$ cat config.mk
export PLATFORM = sky130hd
export DESIGN_NAME = cpg_queue
export DESIGN_NICKNAME = d
export VERILOG_FILES = /design/src/design/cpg_pkg.sv /design/src/design/cpg_queue.sv
export SDC_FILE = /design/constraint.sdc
export NUM_CORES = 1
export LEC_CHECK = 0
export BUFFER_PORTS_ARGS = -buffer_cell sky130_fd_sc_hd__buf_4
export CAP_MARGIN = 0
export CORE_AREA = 3 3 173 141
export CTS_CLUSTER_SIZE = 16
export DETAILED_ROUTE_END_ITERATION = 10
export DIE_AREA = 0 0 176 144
export MAX_ROUTING_LAYER = met4
export PLACE_DENSITY = 0.79
export SLEW_MARGIN = 20
export SYNTH_ARGS = -nofsm -noshare
export SYNTH_HDL_FRONTEND = slang
export SYNTH_SLANG_ARGS = --single-unit
export TNS_END_PERCENT = 50
$ cat constraint.sdc
create_clock -name clk_i -period 7.8 [get_ports clk_i]
set_clock_uncertainty 0.1 [all_clocks]
set_input_delay 1.56 -clock clk_i [delete_from_list [all_inputs] [get_ports clk_i]]
set_output_delay 1.56 -clock clk_i [all_outputs]
set_load 0.02 [all_outputs]
$ cat src/design/cpg_pkg.sv
// Shared types, constants and arithmetic helpers of the curve point generator.
package cpg_pkg;

  localparam int CRD_W = 12;
  localparam int STEP_W = 6;
  localparam logic [16:0] ONE_Q16 = 17'h10000;
  localparam logic [16:0] HALF_Q16 = 17'h08000;
  localparam logic [1:0] KIND_BEZIER = 2'd1;
  localparam logic [1:0] KIND_BUMP = 2'd2;

  typedef enum logic [1:0] {FR_IDLE, FR_DIV, FR_PUSH} cpg_front_e;

  // One curve request after classification, ready for point generation.
  typedef struct packed {
    logic [CRD_W-1:0] sx;
    logic [CRD_W-1:0] sy;
    logic [CRD_W-1:0] ex;
    logic [CRD_W-1:0] ey;
    logic signed [14:0] c1x;
    logic signed [14:0] c1y;
    logic signed [14:0] c2x;
    logic signed [14:0] c2y;
    logic [STEP_W-1:0] steps;
    logic [1:0] kind;
    logic [16:0] q0;
    logic [STEP_W-1:0] r0;
  } cpg_job_t;

  // sin(k*pi/32) in Q1.15, k = 0..16
  function automatic logic [15:0] sine_tab(input logic [4:0] k);
    logic [15:0] v;
    case (k)
      5'd0: v = 16'd0;
      5'd1: v = 16'd3212;
      5'd2: v = 16'd6393;
      5'd3: v = 16'd9512;
      5'd4: v = 16'd12540;
      5'd5: v = 16'd15447;
      5'd6: v = 16'd18205;
      5'd7: v = 16'd20788;
      5'd8: v = 16'd23170;
      5'd9: v = 16'd25330;
      5'd10: v = 16'd27246;
      5'd11: v = 16'd28899;
      5'd12: v = 16'd30274;
      5'd13: v = 16'd31357;
      5'd14: v = 16'd32138;
      5'd15: v = 16'd32610;
      default: v = 16'd32768;
    endcase
    return v;
  endfunction

  // Shift right by 16, rounding toward zero.
  function automatic logic signed [21:0] trunc16(input logic signed [37:0] v);
    logic [37:0] mag;
    logic [21:0] q;
    mag = v[37] ? 38'(-v) : 38'(v);
    q = mag[37:16];
    return v[37] ? -$signed(q) : $signed(q);
  endfunction

  function automatic logic signed [13:0] sat14(input logic signed [21:0] v);
    logic signed [13:0] r;
    if (v < -22'sd8192) r = -14'sd8192;
    else if (v > 22'sd8191) r = 14'sd8191;
    else r = v[13:0];
    return r;
  endfunction

  // Divide by three, rounding toward zero, via reciprocal multiply.
  function automatic logic signed [14:0] div3(input logic signed [14:0] v);
    logic [13:0] mag;
    logic [30:0] p;
    logic [14:0] q;
    mag = v[14] ? 14'(-v) : v[13:0];
    p = 31'(mag) * 31'd43691;
    q = {1'b0, p[30:17]};
    return v[14] ? -$signed(q) : $signed(q);
  endfunction

  function automatic logic signed [14:0] div4(input logic signed [14:0] v);
    logic [14:0] mag;
    logic [14:0] q;
    mag = v[14] ? 15'(-v) : 15'(v);
    q = {2'b00, mag[14:2]};
    return v[14] ? -$signed(q) : $signed(q);
  endfunction

endpackage

$ cat src/design/cpg_queue.sv
// Two-entry job queue between front end and point engine.
module cpg_queue (
  input  logic clk_i,
  input  logic rst_ni,
  input  logic push_i,
  input  cpg_pkg::cpg_job_t job_i,
  output logic full_o,
  input  logic pop_i,
  output cpg_pkg::cpg_job_t job_o,
  output logic empty_o
);
  import cpg_pkg::*;

  cpg_job_t mem_q [2];
  logic wp_q, rp_q;
  logic [1:0] cnt_q;

  assign full_o = cnt_q == 2'd2;
  assign empty_o = cnt_q == 2'd0;
  assign job_o = mem_q[rp_q];

  always_ff @(posedge clk_i) begin
    if (push_i) mem_q[wp_q] <= job_i;
  end

  always_ff @(posedge clk_i or negedge rst_ni) begin
    if (!rst_ni) begin
      wp_q <= 1'b0;
      rp_q <= 1'b0;
      cnt_q <= 2'd0;
    end else begin
      if (push_i) wp_q <= !wp_q;
      if (pop_i) rp_q <= !rp_q;
      cnt_q <= cnt_q + 2'(push_i) - 2'(pop_i);
    end
  end

  a_cnt_max: assert property (@(posedge clk_i) disable iff (!rst_ni)
    cnt_q != 2'd3) else $error("queue count overflow");
  a_pop_nonempty: assert property (@(posedge clk_i) disable iff (!rst_ni)
    pop_i |-> !empty_o) else $error("pop from empty queue");

endmodule

==> results.cfg, run 1 <==
[run]
maxCapViolations = 0

[synthesis]
synth_nets = 593
avgSynthCellArea_um2 = 23.8
yosysSeqAreaShare_pct = 79.4
syn_area_mm2 = 0.0106
synth_simple_gate_area_share_pct = 0.212
synth_top_area_share_pct = 78.4
yosysMostFrequentCell = edfxtp_1
ys_warn_count = 0
ys.flop_type = edfxtp_1
synth_area_leaders = edfxtp_1 78%, mux2_4 14%, mux2_2 4.1%, buf_6 1.2%, dfrtp_1 0.94%
synth_compound_area_share_pct = 0
synth_mux_area_share_pct = 18.2
synth_edf_count = 278
synth_seq_cells = 282
synth_top_family_by_area = multiplexers
synth_cells = 448
synthAdderAreaFrac_pct = 0.235
yosys-top-cells-count = 278 x edfxtp_1, 100 x mux2_4, 39 x mux2_2
synth.distinct_cells = 14
synth_area_leader_cell = edfxtp_1
synth_xor_area_share_pct = 0.388
async_flop_share_pct = 1.42

[route]
wl_per_cell_um = 19.4
antenna_left = 0
drt_first_pass_iters = 4
drc = 0
vias = 5237
totalWireLength_mm = 20.8
initialDrtViolationCount = 238
vias_per_cell = 4.87

[timing]
slew_violations = 0
layout_worst_path_cycle_share_pct = 58.3
clock.fmax_ghz = 0.220
tightest_slew_ns = 0.994
finalSetupViolCount = 0
hold_violations = 0
slew_headroom_pct = 33.7
tns_ns = 0
fin_crit_ns = 4.55
rsz0062_at_grt = false

[outcome]
status = completed

[layout]
fill_cells = 1589
drive_gt1_share_pct = 61.2
fin_nets = 896
utilization_pct = 61.5
syn2layout_area_growth_pct = 30.8
final_area_mm2 = 0.0139
insertedDiodeCount = 0

[setup_path]
r2r_setup_slack_ns = 5.09
path_class = reg -> out
startpoint_type = flop
crit_arrival_ns = 2.89
required_ns = 6.14
end_kind = output pin
crit_fanout = 50

[cts]
cts.sinks = 282
post_cts_resized = 0
htree_levels = 1
cts_buffers = 29
post_cts_buffers = 0
clock-root-buffer = clkbuf_16
clock_latency_ns = 0.52
clockBufferDepth = 3
cts_tree = yes
clk_pin_slew_ns = 0.06
ctsHoldBuffers = 0

[power]
p_per_area_mw_per_mm2 = 380
ir_drop_v = 0.000218
power.leakage_nw = 5.51

[grt]
grt-ovfl-total = 0
grt_pass1_vias = 5676
grt_use_total_pct = 15.9
antenna_found_initial = 0
grt_max_degree = 75
grt_pass1_wl_mm = 30.6

[worst_hold_path]
hold_class = reg -> reg

[floorplan]
start_util_pct = 47.0
core_region_area_mm2 = 0.0226
dieArea_mm2 = 0.0253
die_w_um = 176
ios = 284
die_y_um = 144
num_rows = 49

[placement]
dpl.hpwl_mm = 14.2
placed_area_mm2 = 0.0130
portBuffers = 283
gp_congestion = 0.755
-- worst max-delay path, cell delays in order (launching register included) --
cell and delay (ns):
dfrtp_4 0.95, buf_4 0.77, mux2_2 0.43, buf_4 0.16
-- power breakdown --
part / total, mW / switching [mW] / internal (mW)
Sequential: 2.15 / 0.133 / 2.02
Combinational: 1.87 / 0.955 / 0.914
Clock: 1.27 / 0.525 / 0.742
Total: 5.29 / 1.61 / 3.67
-- sequential cells by signal, indices dropped and copies added, names as in the netlist --
| register | cells |
|---|---|
| mem_q | 278 |
| wp_q | 1 |
| rp_q | 1 |
| cnt_q | 2 |
-- kinds of logic (layout without fill, tap and decap cells) --
kind of cell	Yosys count	after routing
flops	282	282
mux	139	139
buf+inv	18	339
simple gates	4	4
xor+xnor	3	3
fa+ha+maj	2	2
-- final cells by class --
class / instances / area (um^2) / area share, %
sequential: 282 / 8450 / 60.7
timing repair buffer: 288 / 2160 / 15.5
multi-input combinational: 148 / 2040 / 14.7
clock buffer: 34 / 744 / 5.35
tap: 306 / 383 / 2.75
clock inverter: 15 / 130 / 0.935
inverter: 2 / 7.51 / 0.0539
-- worst paths after layout --
path	from	endpoint	depth (start not counted)
max	rp_q$_DFFE_PN0P_	job_o[5]	3
min	wp_q$_DFFE_PN0P_	wp_q$_DFFE_PN0P_	1
max reg2reg	wp_q$_DFFE_PN0P_	mem_q[1][91]$_DFFE_PP_	2
min reg2reg	wp_q$_DFFE_PN0P_	wp_q$_DFFE_PN0P_	1
max in group asynchronous	rst_ni	rp_q$_DFFE_PN0P_	1
min in group asynchronous	rst_ni	wp_q$_DFFE_PN0P_	1
-- metrics by stage --
| step | std cells | setup slack (ns) | total power, mW | hold WS, ns |
|---|---|---|---|---|
| final | 1075 | 3.25 | 5.29 | 0.467 |
| after global routing | 1075 | 3.09 | 5.51 | 0.488 |
| after CTS | 1075 | 3.19 | 5.35 | 0.470 |
| after detailed placement | 1026 | 3.76 | 4.08 | 0.462 |
| after global placement | 1026 | 3.82 | 4.02 | 0.428 |
| after floorplan | 448 | 2.08 | 3.43 | 0.373 |
-- routing by layer --
layer	track usage (%)	vias to the layer above	share of wire, %
li1	-	2382	-
met1	19.1	2605	40
met2	27.5	208	51
met3	4.17	42	6.9
met4	3.54	0	2.0
met5	-	-	0
-- placed cells by master (no fill, tap or decap), types with 3 or more instances in the layout --
cell         n
buf_4      288
clkbuf_1     5
clkbuf_16   29
clkinv_1     3
clkinv_2     7
dfrtp_1      3
edfxtp_1   278
mux2_2      39
mux2_4     100
No activity file was read; power rests on OpenSTA's default activity.
==> run 2: changes to the inputs <==
CORE_AREA = 3 3 164 134   (was 3 3 173 141)
DIE_AREA = 0 0 167 137   (was 0 0 176 144)
PLACE_DENSITY = 0.83   (was 0.79)
clock period = 4.3 ns   (was 7.8 ns; I/O delays follow)
==> results.cfg, run 2 (synthesis gave the netlist of run 1 again) <==
[outcome]
status = completed

[layout]
fin_nets = 894
top_regs = mem_q x278, cnt_q x2
regMostFlops = mem_q
fill_cells = 1298
drive_gt1_share_pct = 60.8
final_cell_mix = 283 x buf_4, 278 x edfxtp_1, 100 x mux2_4
insertedDiodeCount = 0
largest_register_ffs = 278
syn2layout_area_growth_pct = 31.2
mostFrequentLayoutCell = buf_4
finalNonFillerCells = 1040

[floorplan]
num_rows = 47
start_util_pct = 51.9
dieArea_mm2 = 0.0229
die_y_um = 137
core_region_area_mm2 = 0.0205
ios = 284
die_w_um = 167

[cts]
clockBufferDepth = 3
cts_buffers = 28
clock-root-buffer = clkbuf_16
cts_tree = yes
clk_pin_slew_ns = 0.06
post_cts_buffers = 0
post_cts_resized = 0
cts.sinks = 282
htree_levels = 1
clock_latency_ns = 0.52

[timing]
clock.fmax_ghz = 0.303
setup_ws_ns = 0.998
fin_hold_ws_ns = 0.416
tightest_slew_ns = 1.05
slew_headroom_pct = 30.0
hold_violations = 0
finalSetupViolCount = 0
rsz0062_at_grt = false
layout_worst_path_cycle_share_pct = 76.8
slew_violations = 0
fin_crit_ns = 3.30

[placement]
portBuffers = 283
dp_slack_ns = 1.58
dpl.hpwl_mm = 13.5
gp_congestion = 0.780
dp_cells = 987

[power]
intPower_mw = 6.82
power_mw = 9.75
p_per_area_mw_per_mm2 = 698
pwr-share-comb_pct = 36.0
swShare_pct = 30.0
power.leakage_nw = 5.54
ir_drop_v = 0.000473
p_seq_share_pct = 39.0
clkPwrFrac_pct = 25.0
p_switching_mw = 2.93

[setup_path]
worstPathCellList = buf_12 -> mux2_4 -> buf_4
end_kind = output pin
startpoint_type = flop
required_ns = 3.34
crit_fanout = 140
crit_arrival_ns = 2.34
cp_slowest_stage_delay_ns = 0.67
path_class = reg -> out
cp_slowest_cell = buf_12

[route]
initialDrtViolationCount = 356
drt_first_pass_iters = 4
drc = 0
totalWireLength_mm = 20.6
vias_per_cell = 5.02
wl_per_cell_um = 19.8
antenna_left = 0
vias = 5218

[grt]
grt_pass1_vias = 5560
antenna_found_initial = 0
grt_max_degree = 141
grt_use_total_pct = 17.6
grt-ovfl-total = 0
grt_pass1_wl_mm = 30.6

[worst_hold_path]
hold_class = in -> reg

[run]
maxCapViolations = 0
-- run 2: cell types whose count changed in the layout (fill, tap and decap cells not counted) --
cell | previous run | this run
buf_4 | 288 | 283
buf_12 | 0 | 3
clkinv_1 | 3 | 6
bufinv_16 | 2 | 4
clkinv_2 | 7 | 5
clkinv_4 | 1 | 0
dlygate4sd3_1 | 0 | 1
inv_8 | 0 | 1
-- run 2: final timing paths --
kind,start,to,slack [ns],cells past startpoint
min,job_i[7],mem_q[1][7]$_DFFE_PP_,0.42,1
max reg2reg,wp_q$_DFFE_PN0P_,mem_q[1][80]$_DFFE_PP_,2.15,2
max,rp_q$_DFFE_PN0P_,job_o[41],1.0,3
max in group asynchronous,rst_ni,rp_q$_DFFE_PN0P_,3.37,2
min in group asynchronous,rst_ni,wp_q$_DFFE_PN0P_,0.61,2
min reg2reg,wp_q$_DFFE_PN0P_,wp_q$_DFFE_PN0P_,0.44,1
-- run 2: through the flow --
stage / cell area [um^2] / TNS, ns / utilization, %
finish: 14000 / 0 / 68.1
global route: 14000 / 0 / 68.1
CTS: 14000 / 0 / 68.1
detailed placement: 13000 / 0 / 63.4
global placement: 13000 / 0 / 63.4
floorplan: 10700 / -46.67 / -
-- run 2: final cells by class --
type	count	area, um^2	area share, %
Clock buffer	34	744	5.33
Clock inverter	18	194	1.39
Inverter	2	7.51	0.0537
Multi-Input combinational cell	148	2040	14.6
Sequential cell	282	8450	60.5
Tap cell	269	337	2.41
Timing Repair Buffer	287	2190	15.7
-- run 2: repair_timing --
item,CTS,global route
endpoints found under the hold margin,4,0
hold buffers,1,0
endpoints found under the setup margin,0,0
-- run 2: metal layers --
| metal | global-route usage [%] | vias up | wire (um) |
|---|---|---|---|
| met5 | - | - | 0 |
| met4 | 3.80 | 0 | 336 |
| met3 | 4.07 | 28 | 1480 |
| met2 | 29.7 | 234 | 10300 |
| met1 | 22.2 | 2570 | 8480 |
| li1 | - | 2386 | - |
-- run 2: power by group through the flow --
stage / sequential, mW / clock (mW) / combinational (mW)
floorplan: 3.85 / 0 / 2.36
global placement: 3.82 / 0 / 3.47
detailed placement: 3.85 / 0 / 3.54
CTS: 3.81 / 2.50 / 3.56
global route: 3.84 / 2.61 / 3.68
finish: 3.80 / 2.44 / 3.51
-- run 2: critical path: cells and delay by family (launching register included) --
family / cells / cell delay, ns
DFF: 1 / 0.41
muxes: 1 / 0.37
buffers and inverters: 2 / 0.83
==> run 3: changes to the inputs <==
clock period = 3.4 ns   (was 4.3 ns; I/O delays follow)
==> results.cfg, run 3 (synthesis gave the netlist of run 1 again) <==
[layout]
regMostFlops = mem_q
drive_gt1_share_pct = 61.0
largest_register_ffs = 278
final_cell_mix = 284 x buf_4, 278 x edfxtp_1, 100 x mux2_4
mostFrequentLayoutCell = buf_4
fin_nets = 898
syn2layout_area_growth_pct = 31.4
insertedDiodeCount = 0
top_regs = mem_q x278, cnt_q x2

[cts]
clock-root-buffer = clkbuf_16
clk_pin_slew_ns = 0.06
clockBufferDepth = 3
clock_latency_ns = 0.52
cts_tree = yes
cts_buffers = 27
htree_levels = 1
post_cts_resized = 0
cts.sinks = 282

[timing]
rsz0062_at_grt = false
finalSetupViolCount = 0
clock.fmax_ghz = 0.333
hold_violations = 0
layout_worst_path_cycle_share_pct = 88.2
slew_violations = 0
tightest_slew_ns = 0.834
setup_ws_ns = 0.400
slew_headroom_pct = 44.3
fin_crit_ns = 3.00

[setup_path]
worstPathCellList = buf_4 -> mux2_4 -> buf_4
startpoint_type = flop
cp_slowest_cell = dfrtp_4
worst_path_most_repeated_cell = buf_4
path_class = reg -> out
r2r_setup_slack_ns = 1.46
r2r-end = mem_q[0][120]$_DFFE_PP_
crit_arrival_ns = 2.22
r2r-start = wp_q$_DFFE_PN0P_
crit_fanout = 23
cp_slowest_stage_delay_ns = 0.74
required_ns = 2.62
reg2regPathDepth = 2
end_kind = output pin

[floorplan]
die_w_um = 167
start_util_pct = 51.9
core_region_area_mm2 = 0.0205
num_rows = 47
dieArea_mm2 = 0.0229
ios = 284
die_y_um = 137

[route]
totalWireLength_mm = 20.8
initialDrtViolationCount = 370
drt_first_pass_iters = 4
vias = 5210
drc = 0
antenna_left = 0
wl_per_cell_um = 20.0
vias_per_cell = 5.00

[grt]
antenna_found_initial = 0
grt_max_degree = 140
grt-ovfl-total = 0
grt_pass1_wl_mm = 30.6
grt_pass1_vias = 5560
grt_use_total_pct = 17.7

[power]
swShare_pct = 30.5
power_mw = 12.2
ir_drop_v = 0.000565
p_switching_mw = 3.73
clkPwrFrac_pct = 23.7
p_per_area_mw_per_mm2 = 873
power.leakage_nw = 5.55
intPower_mw = 8.48
p_seq_share_pct = 39.9
pwr-share-comb_pct = 36.4

[placement]
dpl.hpwl_mm = 14.4
portBuffers = 283
gp_congestion = 0.761
dp_slack_ns = 0.934

[worst_hold_path]
min_path_cells = 1
hold_class = in -> reg
min_to = mem_q[0][11]$_DFFE_PP_
hp-start = job_i[11]

[outcome]
status = completed

[run]
maxCapViolations = 0
-- run 3: cell count changes in the layout (fill, tap and decap cells not counted), sizes merged --
| cell | delta |
|---|---|
| buf | +5 |
| clkbuf | -4 |
| clkinv | +3 |
| bufinv | -1 |
| clkinvlp | -1 |
| inv | +1 |
-- run 3: metrics by stage --
stage	cells	instance area, um^2	TNS [ns]	utilization [%]	hold WS [ns]
4_1_cts	1043	14000	0	68.1	0.213
3_3_place_gp	992	13100	0	63.9	0.381
3_5_place_dp	992	13100	0	63.9	0.382
5_1_grt	1043	14000	0	68.1	0.219
2_1_floorplan	448	10700	-146.75	-	0.284
6_report	1043	14000	0	68.1	0.234
-- run 3: area by class of cell --
| cell class | count | area (um^2) |
|---|---|---|
| clock buffer | 30 | 687 |
| inverter | 2 | 7.51 |
| multi-input combinational | 148 | 2040 |
| tap | 269 | 337 |
| timing repair buffer | 292 | 2280 |
| sequential | 282 | 8450 |
| fill | 1256 | 6540 |
| clock inverter | 20 | 179 |
-- run 3: power groups by stage --
stage,clock network (mW),registers [mW],logic [mW]
floorplan,0,4.86,2.99
global placement,0,4.90,4.40
detailed placement,0,4.95,4.47
CTS,2.96,4.89,4.49
global route,3.10,4.93,4.66
finish,2.89,4.87,4.44
-- run 3: repair_timing --
action | CTS | global route
buffers inserted | 0 | 0
endpoints found under the hold margin | 4 | 0
hold buffers | 1 | 0
-- run 3: worst max-delay path by stage --
stage | startpoint | endpoint | slack, ns | cells past startpoint
detailed placement | rp_q$_DFFE_PN0P_ | job_o[46] | 0.93 | 3
global route | rp_q$_DFFE_PN0P_ | job_o[103] | 0.32 | 3
floorplan | push_i | mem_q[1][0]$_DFFE_PP_ | -1.06 | 1
global placement | rp_q$_DFFE_PN0P_ | job_o[55] | 0.96 | 3
finish | rp_q$_DFFE_PN0P_ | job_o[103] | 0.40 | 3
CTS | rp_q$_DFFE_PN0P_ | job_o[103] | 0.35 | 3
-- run 3: metal layers --
layer	wire (um)	part of all wire, %	track usage, %	vias up
met2	10400	50	29.9	231
met3	1640	7.9	4.30	33
met4	469	2.3	4.40	0
met1	8290	40	21.9	2558
met5	0	0	-	-
li1	-	-	-	2388
-- run 3: critical path, delay by kind of cell (launching register included) --
| kind | cells | cell delay [ns] |
|---|---|---|
| flops | 1 | 0.74 |
| buf+inv | 2 | 0.59 |
| mux | 1 | 0.35 |
